**src/rtl/jsed_pkg.sv**
```systemverilog
// Shared types for the JSON string escape decoder.
// Defines the work entry passed from the front end through the queue to the back end.
// No dependencies.
package jsed_pkg;

  // What a queued entry asks the back end to emit
  typedef enum logic [1:0] {
    KIND_BYTE = 2'd0,  // one literal byte in data[7:0]
    KIND_CP   = 2'd1,  // code point in data, emitted as 1..3 UTF-8 bytes
    KIND_ERR  = 2'd2   // bad hex digit: one zero byte with the error flag
  } entry_kind_t;

  typedef struct packed {
    entry_kind_t kind;
    logic [15:0] data;
  } entry_t;

  // UTF-8 encoding constants
  localparam logic [7:0]  UTF8_LEAD2 = 8'hC0;
  localparam logic [7:0]  UTF8_LEAD3 = 8'hE0;
  localparam logic [7:0]  UTF8_CONT  = 8'h80;
  localparam logic [15:0] CP_ONE_MAX = 16'h0080;
  localparam logic [15:0] CP_TWO_MAX = 16'h0800;

endpackage

```
**src/rtl/jsed_front.sv**
```systemverilog
// Front end of the JSON string escape decoder: accepts raw bytes and tracks escape mode.
// Pushes one work entry per producing byte into the queue. Depends on jsed_pkg.
module jsed_front (
  input  logic              clk,
  input  logic              rst,
  input  logic              in_valid,
  output logic              in_ready,
  input  logic [7:0]        in_byte,
  input  logic              q_full,
  output logic              push,
  output jsed_pkg::entry_t  push_entry
);

  typedef enum logic [2:0] {
    ST_NORMAL = 3'd0,
    ST_ESCAPE = 3'd1,
    ST_HEX0   = 3'd2,
    ST_HEX1   = 3'd3,
    ST_HEX2   = 3'd4,
    ST_HEX3   = 3'd5
  } mode_t;

  mode_t       mode, mode_next;
  logic [11:0] acc, acc_next;
  logic        accept;
  logic        is_hex;
  logic [3:0]  hex_val;

  assign in_ready = !q_full;
  assign accept   = in_valid && in_ready;

  // Hex digit decode, either case
  always_comb begin
    is_hex  = 1'b1;
    hex_val = 4'd0;
    if (in_byte >= "0" && in_byte <= "9") begin
      hex_val = 4'(in_byte - 8'h30);
    end else if (in_byte >= "a" && in_byte <= "f") begin
      hex_val = 4'(in_byte - 8'h57);
    end else if (in_byte >= "A" && in_byte <= "F") begin
      hex_val = 4'(in_byte - 8'h37);
    end else begin
      is_hex = 1'b0;
    end
  end

  // Mode transitions and entry generation
  always_comb begin
    mode_next       = mode;
    acc_next        = acc;
    push            = 1'b0;
    push_entry.kind = jsed_pkg::KIND_BYTE;
    push_entry.data = {8'h00, in_byte};
    if (accept) begin
      unique case (mode)
        ST_ESCAPE: begin
          mode_next = ST_NORMAL;
          push      = 1'b1;
          unique case (in_byte)
            "b": push_entry.data = 16'h0008;
            "f": push_entry.data = 16'h000C;
            "n": push_entry.data = 16'h000A;
            "r": push_entry.data = 16'h000D;
            "t": push_entry.data = 16'h0009;
            "u": begin
              mode_next = ST_HEX0;
              acc_next  = 12'd0;
              push      = 1'b0;
            end
            default: push_entry.data = {8'h00, in_byte};
          endcase
        end
        ST_HEX0, ST_HEX1, ST_HEX2, ST_HEX3: begin
          if (!is_hex) begin
            mode_next       = ST_NORMAL;
            acc_next        = 12'd0;
            push            = 1'b1;
            push_entry.kind = jsed_pkg::KIND_ERR;
            push_entry.data = 16'h0000;
          end else if (mode == ST_HEX3) begin
            mode_next       = ST_NORMAL;
            acc_next        = 12'd0;
            push            = 1'b1;
            push_entry.kind = jsed_pkg::KIND_CP;
            push_entry.data = {acc, hex_val};
          end else begin
            acc_next  = {acc[7:0], hex_val};
            mode_next = mode_t'(mode + 3'd1);
          end
        end
        default: begin
          // normal mode
          if (in_byte == "\\") begin
            mode_next = ST_ESCAPE;
          end else begin
            mode_next = ST_NORMAL;
            push      = 1'b1;
          end
        end
      endcase
    end
  end

  always_ff @(posedge clk) begin
    if (rst) begin
      mode <= ST_NORMAL;
      acc  <= 12'd0;
    end else begin
      mode <= mode_next;
      acc  <= acc_next;
    end
  end

endmodule

```
**src/rtl/jsed_fifo.sv**
```systemverilog
// Short work queue between front and back end of the escape decoder.
// Circular buffer of entries with occupancy count. Depends on jsed_pkg.
module jsed_fifo #(
  parameter int DEPTH = 4
) (
  input  logic              clk,
  input  logic              rst,
  input  logic              push,
  input  jsed_pkg::entry_t  push_entry,
  output logic              full,
  input  logic              pop,
  output logic              head_valid,
  output jsed_pkg::entry_t  head
);

  localparam int PTR_W = (DEPTH > 1) ? $clog2(DEPTH) : 1;
  localparam int CNT_W = $clog2(DEPTH + 1);

  jsed_pkg::entry_t mem [DEPTH];
  logic [PTR_W-1:0] wr_ptr, rd_ptr;
  logic [CNT_W-1:0] count;
  logic             do_push, do_pop;

  assign full       = (count == CNT_W'(DEPTH));
  assign head_valid = (count != '0);
  assign head       = mem[rd_ptr];
  assign do_push    = push && !full;
  assign do_pop     = pop && head_valid;

  // Storage write
  always_ff @(posedge clk) begin
    if (do_push) begin
      mem[wr_ptr] <= push_entry;
    end
  end

  // Pointers and occupancy
  always_ff @(posedge clk) begin
    if (rst) begin
      wr_ptr <= '0;
      rd_ptr <= '0;
      count  <= '0;
    end else begin
      if (do_push) begin
        wr_ptr <= (wr_ptr == PTR_W'(DEPTH - 1)) ? '0 : wr_ptr + 1'b1;
      end
      if (do_pop) begin
        rd_ptr <= (rd_ptr == PTR_W'(DEPTH - 1)) ? '0 : rd_ptr + 1'b1;
      end
      if (do_push && !do_pop) begin
        count <= count + 1'b1;
      end else if (do_pop && !do_push) begin
        count <= count - 1'b1;
      end
    end
  end

endmodule

```
**src/rtl/jsed_back.sv**
```systemverilog
// Back end of the escape decoder: expands queued entries into output bytes, one
// per cycle unless stalled, to a registered output stage. Depends on jsed_pkg.
module jsed_back (
  input  logic              clk,
  input  logic              rst,
  input  logic              head_valid,
  input  jsed_pkg::entry_t  head,
  output logic              pop,
  output logic              out_valid,
  input  logic              out_ready,
  output logic [7:0]        out_byte,
  output logic              out_last,
  output logic              out_error
);

  logic [1:0] idx;        // byte position within the current entry
  logic       load;
  logic [7:0] byte_sel;
  logic       last_sel;
  logic       err_sel;
  logic [15:0] cp;

  assign cp   = head.data;
  assign load = head_valid && (!out_valid || out_ready);
  assign pop  = load && last_sel;

  // Select the byte for the current position
  always_comb begin
    byte_sel = 8'h00;
    last_sel = 1'b1;
    err_sel  = 1'b0;
    unique case (head.kind)
      jsed_pkg::KIND_CP: begin
        if (cp < jsed_pkg::CP_ONE_MAX) begin
          byte_sel = cp[7:0];
        end else if (cp < jsed_pkg::CP_TWO_MAX) begin
          if (idx == 2'd0) begin
            byte_sel = jsed_pkg::UTF8_LEAD2 | {3'b000, cp[10:6]};
            last_sel = 1'b0;
          end else begin
            byte_sel = jsed_pkg::UTF8_CONT | {2'b00, cp[5:0]};
          end
        end else begin
          if (idx == 2'd0) begin
            byte_sel = jsed_pkg::UTF8_LEAD3 | {4'h0, cp[15:12]};
            last_sel = 1'b0;
          end else if (idx == 2'd1) begin
            byte_sel = jsed_pkg::UTF8_CONT | {2'b00, cp[11:6]};
            last_sel = 1'b0;
          end else begin
            byte_sel = jsed_pkg::UTF8_CONT | {2'b00, cp[5:0]};
          end
        end
      end
      jsed_pkg::KIND_ERR: begin
        err_sel = 1'b1;
      end
      default: begin
        byte_sel = cp[7:0];
      end
    endcase
  end

  // Position counter and output register
  always_ff @(posedge clk) begin
    if (rst) begin
      idx       <= 2'd0;
      out_valid <= 1'b0;
    end else begin
      if (load) begin
        out_valid <= 1'b1;
        idx       <= last_sel ? 2'd0 : idx + 2'd1;
      end else if (out_ready) begin
        out_valid <= 1'b0;
      end
    end
  end

  always_ff @(posedge clk) begin
    if (load) begin
      out_byte  <= byte_sel;
      out_last  <= last_sel;
      out_error <= err_sel;
    end
  end

endmodule

```
**src/rtl/json_string_escape_decoder_core.sv**
```systemverilog
// Top level of the JSON string escape decoder: front end, work queue and back end.
// Depends on jsed_pkg, jsed_front, jsed_fifo and jsed_back.
//
// Takes one raw byte of a JSON string body per transaction and emits the unescaped
// bytes, with \uXXXX escapes written out as one to three UTF-8 bytes. A byte is
// accepted whenever the work queue between front and back end has room, so input
// runs at one byte per cycle; output runs at one byte per cycle unless stalled,
// and a three-byte UTF-8 sequence holds the back end until all three are out.
// tlast marks the final output byte produced by one input byte; tuser flags a bad
// hex digit, which gives a single zero byte and returns the decoder to normal mode.
// An input byte reaches the output through the work queue and then the output register.
module json_string_escape_decoder_core #(
  parameter int FIFO_DEPTH = 4
) (
  input  logic       clk,
  input  logic       rst,
  input  logic       s_tvalid,
  output logic       s_tready,
  input  logic [7:0] s_tdata,   // [7:0] in_byte
  output logic       m_tvalid,
  input  logic       m_tready,
  output logic [7:0] m_tdata,   // [7:0] out_byte
  output logic       m_tlast,
  output logic       m_tuser    // [0] error
);

  logic             q_full;
  logic             push;
  jsed_pkg::entry_t push_entry;
  logic             pop;
  logic             head_valid;
  jsed_pkg::entry_t head;

  jsed_front u_front (
    .clk        (clk),
    .rst        (rst),
    .in_valid   (s_tvalid),
    .in_ready   (s_tready),
    .in_byte    (s_tdata),
    .q_full     (q_full),
    .push       (push),
    .push_entry (push_entry)
  );

  jsed_fifo #(
    .DEPTH (FIFO_DEPTH)
  ) u_fifo (
    .clk        (clk),
    .rst        (rst),
    .push       (push),
    .push_entry (push_entry),
    .full       (q_full),
    .pop        (pop),
    .head_valid (head_valid),
    .head       (head)
  );

  jsed_back u_back (
    .clk        (clk),
    .rst        (rst),
    .head_valid (head_valid),
    .head       (head),
    .pop        (pop),
    .out_valid  (m_tvalid),
    .out_ready  (m_tready),
    .out_byte   (m_tdata),
    .out_last   (m_tlast),
    .out_error  (m_tuser)
  );

endmodule
```
**config.mk**
```make
export PLATFORM = sky130hd
export DESIGN_NAME = json_string_escape_decoder_core
export DESIGN_NICKNAME = d
export VERILOG_FILES = /design/src/rtl/jsed_pkg.sv /design/src/rtl/jsed_front.sv /design/src/rtl/jsed_fifo.sv /design/src/rtl/jsed_back.sv /design/src/rtl/json_string_escape_decoder_core.sv
export SDC_FILE = /design/constraint.sdc
export NUM_CORES = 1
export LEC_CHECK = 0
export BUFFER_PORTS_ARGS = -buffer_cell sky130_fd_sc_hd__buf_2
export CORE_ASPECT_RATIO = 1.1
export CORE_MARGIN = 4
export CORE_UTILIZATION = 45
export CTS_CLUSTER_DIAMETER = 120
export CTS_CLUSTER_SIZE = 40
export DETAILED_ROUTE_END_ITERATION = 7
export PLACE_DENSITY = 0.65
export SLEW_MARGIN = 20
export SYNTH_ARGS = -nofsm -noshare
export SYNTH_HDL_FRONTEND = slang
export SYNTH_SLANG_ARGS = --single-unit
export TNS_END_PERCENT = 20
```
**constraint.sdc**
```tcl
create_clock -name clk -period 9.8 [get_ports clk]
set_input_delay 0.98 -clock clk [delete_from_list [all_inputs] [get_ports clk]]
set_output_delay 0.98 -clock clk [all_outputs]
set_load 0.01 [all_outputs]
```
* After elaboration in Yosys (flattened, before gate mapping)
Memory sizes are Yosys's and may differ from the RTL's. A register that Yosys moved wholly into a read port is not among the register bits.
Index checks and enable logic that the tools add are counted.
W data, S select, Z words.
** Word-level totals
- RAM bits :: 72
- Memories :: 1
- Logic and storage cells :: 120
- Register bits :: 35
** Memories
- u_fifo.mem :: words 4, width 18, read ports 1, clocked after memory_dff 1, wr ports 1, line jsed_fifo.sv:19 : jsed_pkg::entry_t mem [DEPTH];
** Cells by class
- Reduce and logical (&&, ||, !) cells :: 22
- $add $sub $neg :: 9
- Magnitude comparators :: 8
- Eq/ne operators :: 19
- Mux-type cells :: 51
** Operators by type and width (count)
- $eq A8 B7 Y1 const B :: 7
- $pmux W8 S5 :: 1
- $mux W12 :: 3
- $mux W18 :: 2
- $pmux W16 S2 :: 1
- $mux W8 :: 3
- $pmux W12 S2 :: 1
- $mux W1 :: 20
- $mux W17 :: 1
- $ge A8 B7 Y1 const B :: 2
- $le A8 B7 Y1 const B :: 2
- $lt A16 B12 Y1 const B :: 1
- $lt A16 B8 Y1 const B :: 1
- $pmux W8 S2 :: 1
- $mux W2 :: 7
- $mux W3 :: 4
- $mux W4 :: 3
- $logic_and A1 B1 Y1 :: 10
- $eq A3 B3 Y1 const B :: 3
- $ge A8 B6 Y1 const B :: 1
- $le A8 B6 Y1 const B :: 1
- $sub A4 B3 Y4 const B :: 2
- $mux W7 :: 1
- $add A2 B1 Y2 const B :: 3
- other kinds (18) :: 28

* Longest topological paths before layout
Gate-level depths: netlist of the first run.
- Word-level depth :: 13
- Depth in mapped cells :: 14
- Gate-level depth less buffers :: 13

* Cells and area by module
A second synthesis of the first run with hierarchy kept.
** Second synthesis, totals
- Cell total of the unflattened synthesis :: 416
- Area total of the unflattened synthesis :: 5386.4 um^2
** By module, submodules not included
- jsed_fifo :: cells an instance 144, times used 1, seq. area each 2342.2 um^2, area an instance 3100.5 um^2
- jsed_front :: cells an instance 172, times used 1, seq. area each 300.3 um^2, area an instance 1296.2 um^2
- jsed_back :: cells an instance 100, times used 1, seq. area each 360.3 um^2, area an instance 989.7 um^2

* Worst setup path before layout of the first run
Ideal clock, no wire load.
- Path kind :: input port to flip-flop
- Start point :: input s_tdata[1]
- End point :: register u_fifo.count[2]
- Setup slack :: 6.413 ns
- Path buffers :: 0
- Cell stages on the path :: 13
- Data required time :: 9.729 ns
- Library setup time :: 0.071 ns
- Arrival time :: 3.317 ns
- Cells stage by stage :: inv_1 ha_1 o21bai_1 a2111oi_4 a21o_1 a21o_1 nand2_1 ha_1 inv_1 fa_1 xor2_1 or3_1 a21oi_1
** On the way
- Cells in the longest elaborated chain, start to end :: 12
** RTL lines
- start, declared :: line json_string_escape_decoder_core.sv:19 : input logic [7:0] s_tdata,
- $ge A8 B7 Y1 or $le A8 B7 Y1 (tied branches) :: line jsed_front.sv:40 : end else if (in_byte >= "A" && in_byte <= "F") begin
- $logic_and A1 B1 Y1 :: line jsed_front.sv:40
- $mux W1 :: line jsed_front.sv:40
- $mux W1 :: line jsed_front.sv:38 : end else if (in_byte >= "a" && in_byte <= "f") begin
- $mux W1 :: line jsed_front.sv:36 : if (in_byte >= "0" && in_byte <= "9") begin
- $mux W1 :: line jsed_front.sv:74 : if (!is_hex) begin
- $pmux W1 S2 (*) :: line jsed_front.sv:55 : unique case (mode)
- $mux W1 (*) :: line jsed_front.sv:54 : if (accept) begin
- $logic_and A1 B1 Y1 (*) :: line jsed_fifo.sv:27 : assign do_push = push && !full;
- via u_fifo.do_push :: line jsed_fifo.sv:22 : logic do_push, do_pop;
- $logic_not A1 Y1 :: line jsed_fifo.sv:52 : end else if (do_pop && !do_push) begin
- $logic_and A1 B1 Y1 :: line jsed_fifo.sv:52
- $reduce_bool A2 Y1 (no line)
- end signal, assigned :: line jsed_fifo.sv:51 : count <= count + 1'b1;
- end signal, assigned :: line jsed_fifo.sv:53 : count <= count - 1'b1;
- end, declared :: line jsed_fifo.sv:21 : logic [CNT_W-1:0] count;
The timed path passes the listed nets; every way through them passes the cells marked *.
A chain may end at the register's enable or synchronous reset.

==> run summary, run 1 <==
Leak: 0.00210 uW
Root Driver: clkbuf_16
Ant. Diodes: 0
die footprint: 0.0135 mm2
Synthesis Warnings: 0
routed length per instance: 18.2 um
CTS Sinks: 109
initial antenna violation count: 0
met3 Use GR: 0.0339
Max-Slew Margin vs Limit: 0.335
CTS tree: built
fin nets: 445
Post-synth ARST share: 0
initial DRC count: 155
final setup skew: 0.00634 ns
Setup crit end kind: flip-flop
Tightest Hold Check Type: reg2reg
final setup TNS: 0 ns
vias per inst: 5.71
first-pass GRT wire length: 16800 um
Slew @ Worst Pin: 0.997 ns
TritonCTS Buffers: 9
H-tree depth: 3
Layout Cells excl Fill: 570
Placement Cell Area: 0.00548 mm2
Initial Util: 0.459
GR Layer Usage met1: 0.197
vias: 3252
met2 GRT Util: 0.275
fin area: 0.00576 mm2
Placement Setup Slack: 5.90 ns
FF-to-FF path depth: 11
Max Clk Rate: 280 MHz
number of global-route vias before repair: 3303
DP Wirelength: 7170 um
Clock transition at path regs: 0.07 ns
fillcell total: 964
Critical Path Sink: u_fifo.mem[3][0]$_DFFE_PP_
Worst EP required: 9.91 ns
CP Max Fanout: 20
r2r endpoint: u_fifo.count[2]$_SDFFE_PP0P_
unrepaired setup endpoints after global routing: false
post-CTS setup buffers: 0
largest net degree at the start of global routing: 28
# DRC: 0
setup ws final: 6.23 ns
Buffers on Ports: 23
Setup crit start kind: primary input
row count: 41
total wire length: 10400 um
pwr dens: 249 mW/mm2
Pins Over Slew Limit: 0
Reg area: 0.00300 mm2
layout cells sized above 1: 0.157
GRT overflow: 0
cell total after placement: 554
status: completed
WS Path Type: in2reg
ys flop type: edfxtp_1
hold buffer count at CTS: 0
EDFF count, synth: 82
Max VDD drop: 0.116 mV
total global-route track usage: 0.161
Setup-failing EPs final: 0
synthesized flop and latch total: 109
Max-Cap Viols: 0
multi-input gate area in the final layout: 0.00209 mm2
Syn Area/Cell: 13.2 um2
crit path launch: s_tdata[1]
busiest layer in global routing: met2
post-synthesis sequential area ratio: 0.572
Syn Std Cell Area: 0.00525 mm2
Clk Latency, worst-skew pair: 0.34 ns
Core ar.: 0.0114 mm2
GP Congestion: 0.903
final hold violations: 0
critical path arrival: 3.67 ns
ANT nets after route: 0
Tcrit/Tclk final: 0.364
Die Ht: 121 um
IO Count: 24
Synthesized Nets: 428
Util after Layout: 0.504
Area growth, synth to finish: 9.72%
Pre-antenna DRT Iters: 4
Final min period: 3.57 ns
reg2reg setup slack: 6.25 ns
Post-CTS Resized: 0
cells after synthesis: 398
Die X: 111 um
Synth cell types: 57
Bufs on Longest Clock Path: 2
[where the power goes]
part / switching (uW) / internal (uW) / leakage [uW]
Clock: 154 / 195 / 0.000135
Sequential: 31.9 / 578 / 0.00104
Combinational: 269 / 206 / 0.000925
[synthesized netlist by cell type (all sizes together), types with 4 or more instances]
cell     n  area share
a32oi   12       0.020
nor2b    5      0.0060
a22o     4      0.0067
nor2    29       0.021
ha      17       0.041
edfxtp  82        0.47
inv     18       0.013
and2    17       0.020
clkbuf  11      0.0079
nor3     5      0.0048
a21o    10       0.014
nand3b   4      0.0057
nor4     7       0.017
dfxtp   27        0.10
o211ai   4      0.0083
buf      8      0.0093
a31oi    4      0.0048
nand2   24       0.019
o21ai   14       0.013
mux4    18       0.081
mux2     4      0.0093
a21oi   17       0.017
nand2b   7      0.0083
nand3    8      0.0086
[state kept, by name, summed over array words and instances (netlist names), named ones only]
register          flops
u_fifo.mem           72
u_front.acc          12
u_back.out_byte       8
u_fifo.count          3
u_front.mode          3
u_back.idx            2
u_fifo.rd_ptr         2
u_fifo.wr_ptr         2
u_back.out_error      1
u_back.out_last       1
u_back.out_valid      1
[per-stage QoR]
stage / hold WS (ns) / power (uW)
6_report: 0.466 / 1430
2_1_floorplan: 0.446 / 979
4_1_cts: 0.472 / 1450
3_5_place_dp: 0.462 / 1100
3_3_place_gp: 0.455 / 1090
5_1_grt: 0.496 / 1510
[routing by layer]
layer,wire [um],vias to the layer above
li1,-,1562
met1,4610,1598
met2,5180,74
met3,338,18
met4,259,0
met5,0,-
[cells in the final DEF, fill, tap and decap left out, drive strengths merged, types with 3 or more instances in the layout]
master,n
dfxtp,27
nand3b,4
edfxtp,82
clkinv,4
mux2i,3
inv,18
a21o,10
nor4,7
or3,3
nor2b,5
nand2,24
a22o,4
nand2b,7
o21bai,3
a31oi,4
ha,17
nand3,8
o21ai,14
and2,17
nor2,29
or2,3
nor3,5
buf,25
o211ai,4
a21oi,17
mux4,18
mux2,4
xor2,3
clkbuf,10
a32oi,12
[layout make-up]
type                            count  share of cell area
Clock buffer                       10              0.0397
Clock inverter                      6             0.00934
Inverter                           18              0.0117
Multi-Input combinational cell    252               0.363
Sequential cell                   109               0.521
Tap cell                          150              0.0326
Timing Repair Buffer               25              0.0226
[worst max-delay path, stage by stage]
cell and delay [ns]:
buf_2 0.14, inv_1 0.11, ha_1 0.19, o21bai_1 0.13
a2111oi_4 0.62, a21oi_1 0.20, nor4_4 0.77, a21oi_1 0.16
o21ai_0 0.38
[logic make-up (layout without fill, tap and decap cells)]
| logic type | count (synthesis) | count (layout) | synth area share |
|---|---|---|---|
| compound gates | 86 | 86 | 0.123 |
| xor+xnor | 5 | 5 | 0.00834 |
| mux | 25 | 25 | 0.0958 |
| buf+inv | 37 | 59 | 0.0300 |
| flops | 109 | 109 | 0.572 |
| fa+ha+maj | 18 | 18 | 0.0443 |
| simple gates | 118 | 118 | 0.126 |
[how the worst min path moves through the flow]
stage	startpoint	cells after the start	slack, ns	end
finish	u_back.out_valid$_SDFFE_PP0P_	2	0.47	u_back.out_valid$_SDFFE_PP0P_
global route	u_back.out_valid$_SDFFE_PP0P_	2	0.50	u_back.out_valid$_SDFFE_PP0P_
CTS	u_back.out_valid$_SDFFE_PP0P_	2	0.47	u_back.out_valid$_SDFFE_PP0P_
detailed placement	u_back.out_valid$_SDFFE_PP0P_	2	0.46	u_back.out_valid$_SDFFE_PP0P_
global placement	u_back.out_valid$_SDFFE_PP0P_	2	0.46	u_back.out_valid$_SDFFE_PP0P_
floorplan	u_front.acc[10]$_SDFFE_PP0P_	2	0.45	u_front.acc[10]$_SDFFE_PP0P_
(Power assumes the default switching activity.)
==> run 2: changes to the inputs <==
- ABC_AREA: default -> 1
- clock period: 9.8 -> 3.5 ns (I/O delays scaled with it)
==> run summary, run 2 <==
Min Hold Slack: 0.391 ns (was 0.466 ns)
Max Clk Rate: 341 MHz
Tightest Hold Check Type: in2reg (was reg2reg)
Reg power frac: 0.390 (was 0.425)
reg2reg setup slack: 0.56 ns (was 6.25 ns)
post-synthesis sequential area ratio: 0.537 (was 0.572)
TritonCTS Buffers: 9 (unchanged)
most frequent cells in the layout: nand2_1, edfxtp_1, nand3_1 (was edfxtp_1, nor2_1, dfxtp_1)
Post-CTS Resized: 0 (unchanged)
combinational fraction of design power: 0.389 (was 0.331)
Pre-antenna DRT Iters: 5 (was 4)
Synth cell types: 44 (was 57)
Internal: 2780 uW (was 979 uW)
CTS tree: built (unchanged)
Pins Over Slew Limit: 0 (unchanged)
Clock transition at path regs: 0.07 ns (about the same)
Slew @ Worst Pin: 0.558 ns (was 0.997 ns)
Setup crit start kind: flip-flop (was primary input)
hold buffer count at CTS: 0 (unchanged)
pwr dens: 733 mW/mm2 (was 249 mW/mm2)
Max-Slew Margin vs Limit: 0.628 (was 0.335)
vias: 4300 (was 3252)
Post-synth ARST share: 0 (unchanged)
Die X: 114 um (was 111 um)
cells after synthesis: 636 (was 398)
commonest non-fill, non-tap cell in the layout: nand2_1 (was edfxtp_1)
total wire length: 12200 um (was 10400 um)
commonest cells in the netlist: nand2_1, edfxtp_1, nand3_1 (was edfxtp_1, nor2_1, dfxtp_1)
GP Congestion: 0.902 (was 0.903)
Buffers on Ports: 23 (unchanged)
GRT overflow: 0 (unchanged)
unrepaired setup endpoints after global routing: false (unchanged)
critical path arrival: 3.16 ns (was 3.67 ns)
largest registers: u_fifo.mem x72, u_front.acc x12, u_back.out_byte x8 (unchanged)
post-CTS setup buffers: 0 (unchanged)
Area growth, synth to finish: 9.52% (was 9.72%)
vias per inst: 5.25 (was 5.71)
Yosys top cell area share: 0.441 (was 0.469)
hold depth: 4 (was 2)
Root Driver: clkbuf_16 (unchanged)
hold path endpoint: u_back.out_valid$_SDFFE_PP0P_ (unchanged)
final setup TNS: 0 ns (unchanged)
fillcell total: 1138 (was 964)
initial antenna violation count: 0 (unchanged)
H-tree depth: 3 (unchanged)
top-count cell post-synth: nand2_1 (was edfxtp_1)
# DRC: 0 (unchanged)
Switch Pwr: 1710 uW (was 455 uW)
largest net degree at the start of global routing: 37 (was 28)
Die Ht: 125 um (was 121 um)
ys flop type: edfxtp_1 (unchanged)
EDFF count, synth: 82 (unchanged)
Sw Share: 0.381 (was 0.317)
Setup-failing EPs final: 0 (unchanged)
initial DRC count: 268 (was 155)
total global-route track usage: 0.179 (was 0.161)
area leader, netlist: edfxtp_1 (unchanged)
Leak: 0.00253 uW (was 0.00210 uW)
clock network fraction of total power: 0.221 (was 0.243)
DP Wirelength: 8970 um (was 7170 um)
first-pass GRT wire length: 20300 um (was 16800 um)
Core ar.: 0.0121 mm2 (was 0.0114 mm2)
multi-input gate area in the final layout: 0.00219 mm2 (was 0.00209 mm2)
post-route total power: 4490 uW (was 1430 uW)
die footprint: 0.0143 mm2 (was 0.0135 mm2)
Syn Area/Cell: 8.79 um2 (was 13.2 um2)
max reg flops: 72 (unchanged)
status: completed (unchanged)
row count: 42 (was 41)
final hold violations: 0 (unchanged)
Initial Util: 0.462 (was 0.459)
CTS Sinks: 109 (unchanged)
Worst EP required: 3.73 ns (was 9.91 ns)
Max-Cap Viols: 0 (unchanged)
Max VDD drop: 0.423 mV (was 0.116 mV)
CP Max Fanout: 21 (was 20)
layout cells sized above 1: 0.119 (was 0.157)
largest register by flop count: u_fifo.mem (unchanged)
IO Count: 24 (unchanged)
r2r endpoint: u_fifo.count[2]$_SDFFE_PP0P_ (unchanged)
Final min period: 2.94 ns
Tcrit/Tclk final: 0.839
WS Path Type: reg2reg (was in2reg)
Synthesized Nets: 666 (was 428)
main area contributors after synthesis: edfxtp_1, nand2_1, dfxtp_1, nand3_1, inv_1 (was edfxtp_1, dfxtp_1, mux4_2, ha_1, mux4_1)
ANT nets after route: 0 (unchanged)
fin nets: 690 (was 445)
FF-to-FF path depth: 13 (was 11)
routed length per instance: 14.9 um (was 18.2 um)
synthesized flop and latch total: 109 (unchanged)
number of global-route vias before repair: 4249 (was 3303)
Setup crit end kind: flip-flop (unchanged)
Ant. Diodes: 0 (unchanged)
fin area: 0.00612 mm2 (was 0.00576 mm2)
final setup skew: 0.00901 ns (was 0.00634 ns)
Clk Latency, worst-skew pair: 0.34 ns (about the same)
Syn Std Cell Area: 0.00559 mm2 (was 0.00525 mm2)
Reg area: 0.00300 mm2 (unchanged)
Synthesis Warnings: 0 (unchanged)
Placement Cell Area: 0.00583 mm2 (was 0.00548 mm2)
hold path startpoint: m_tready (was u_back.out_valid$_SDFFE_PP0P_)
Bufs on Longest Clock Path: 2 (unchanged)
[run 2: cell types whose count changed after synthesis, sizes merged, moves of 7 or more]
| cell | change |
|---|---|
| nand2 | +196 |
| nand3 | +56 |
| inv | +49 |
| nor2 | +21 |
| mux4 | -18 |
| and2 | -17 |
| a21oi | +13 |
| a21o | -10 |
| a32oi | -10 |
| o21ai | +9 |
| nand2b | -7 |
| nor4 | -7 |
[run 2: cell type report]
cell class,instances,share of cell area
sequential,109,0.491
tap,154,0.0315
multi-input combinational,440,0.359
inverter,69,0.0431
timing repair buffer,31,0.0286
clock buffer,10,0.0374
clock inverter,6,0.0100
[run 2: metal layers]
layer  global-route usage  vias up  share of wire
met1                0.209     2020           0.41
met3               0.0258       23          0.042
met5                    0        -              0
met4               0.0776        0          0.027
met2                0.322      108           0.52
li1                     -     2149              -
[run 2: worst max path at each step]
stage	from	endpoint	slack, ns	cells past startpoint
2_1_floorplan	s_tdata[0]	u_fifo.count[2]$_SDFFE_PP0P_	0.77	18
3_3_place_gp	s_tdata[0]	u_fifo.count[2]$_SDFFE_PP0P_	0.35	19
3_5_place_dp	s_tdata[0]	u_fifo.count[2]$_SDFFE_PP0P_	0.27	19
4_1_cts	flip-flop	u_fifo.count[2]$_SDFFE_PP0P_	0.54	13
5_1_grt	flip-flop	u_fifo.count[2]$_SDFFE_PP0P_	0.20	16
6_report	flip-flop	u_fifo.count[2]$_SDFFE_PP0P_	0.56	13
[run 2: cell families (layout without fill, tap and decap cells)]
family | after synthesis | count (layout) | share of synthesized area
AO/OA/AOI/OAI | 74 | 74 | 0.0779
XOR/XNOR | 4 | 4 | 0.00627
adder cells (fa/ha/maj) | 18 | 18 | 0.0416
buffers and inverters | 87 | 116 | 0.0699
flip-flops | 109 | 109 | 0.537
AND/OR/NAND/NOR | 344 | 344 | 0.267
[run 2: power by group through the flow]
stage	clock (uW)	sequential, uW	combinational, uW
after floorplan	0	1790	1280
after global placement	0	1770	1700
after detailed placement	0	1780	1730
after CTS	1010	1750	1750
after global routing	1060	1770	1960
final	991	1750	1750
[run 2: through the flow]
step / worst slack (ns) / util / cells
2_1_floorplan: 0.765 / - / 636
3_3_place_gp: 0.347 / 0.482 / 803
3_5_place_dp: 0.270 / 0.482 / 803
4_1_cts: 0.538 / 0.506 / 819
5_1_grt: 0.205 / 0.506 / 819
6_report: 0.564 / 0.506 / 819
[run 2: worst max-delay path, cell delays in order (launching register included)]
cell     delay, ns
dfxtp_1       0.52
buf_4         0.31
a21oi_1       0.11
a32oi_1       0.24
ha_1          0.25
nand3_2       0.15
nand2_2       0.13
ha_1          0.15
inv_1         0.07
fa_1          0.43
a21oi_1       0.14
o21ai_0       0.11
o21ai_0       0.15
a21oi_1       0.05
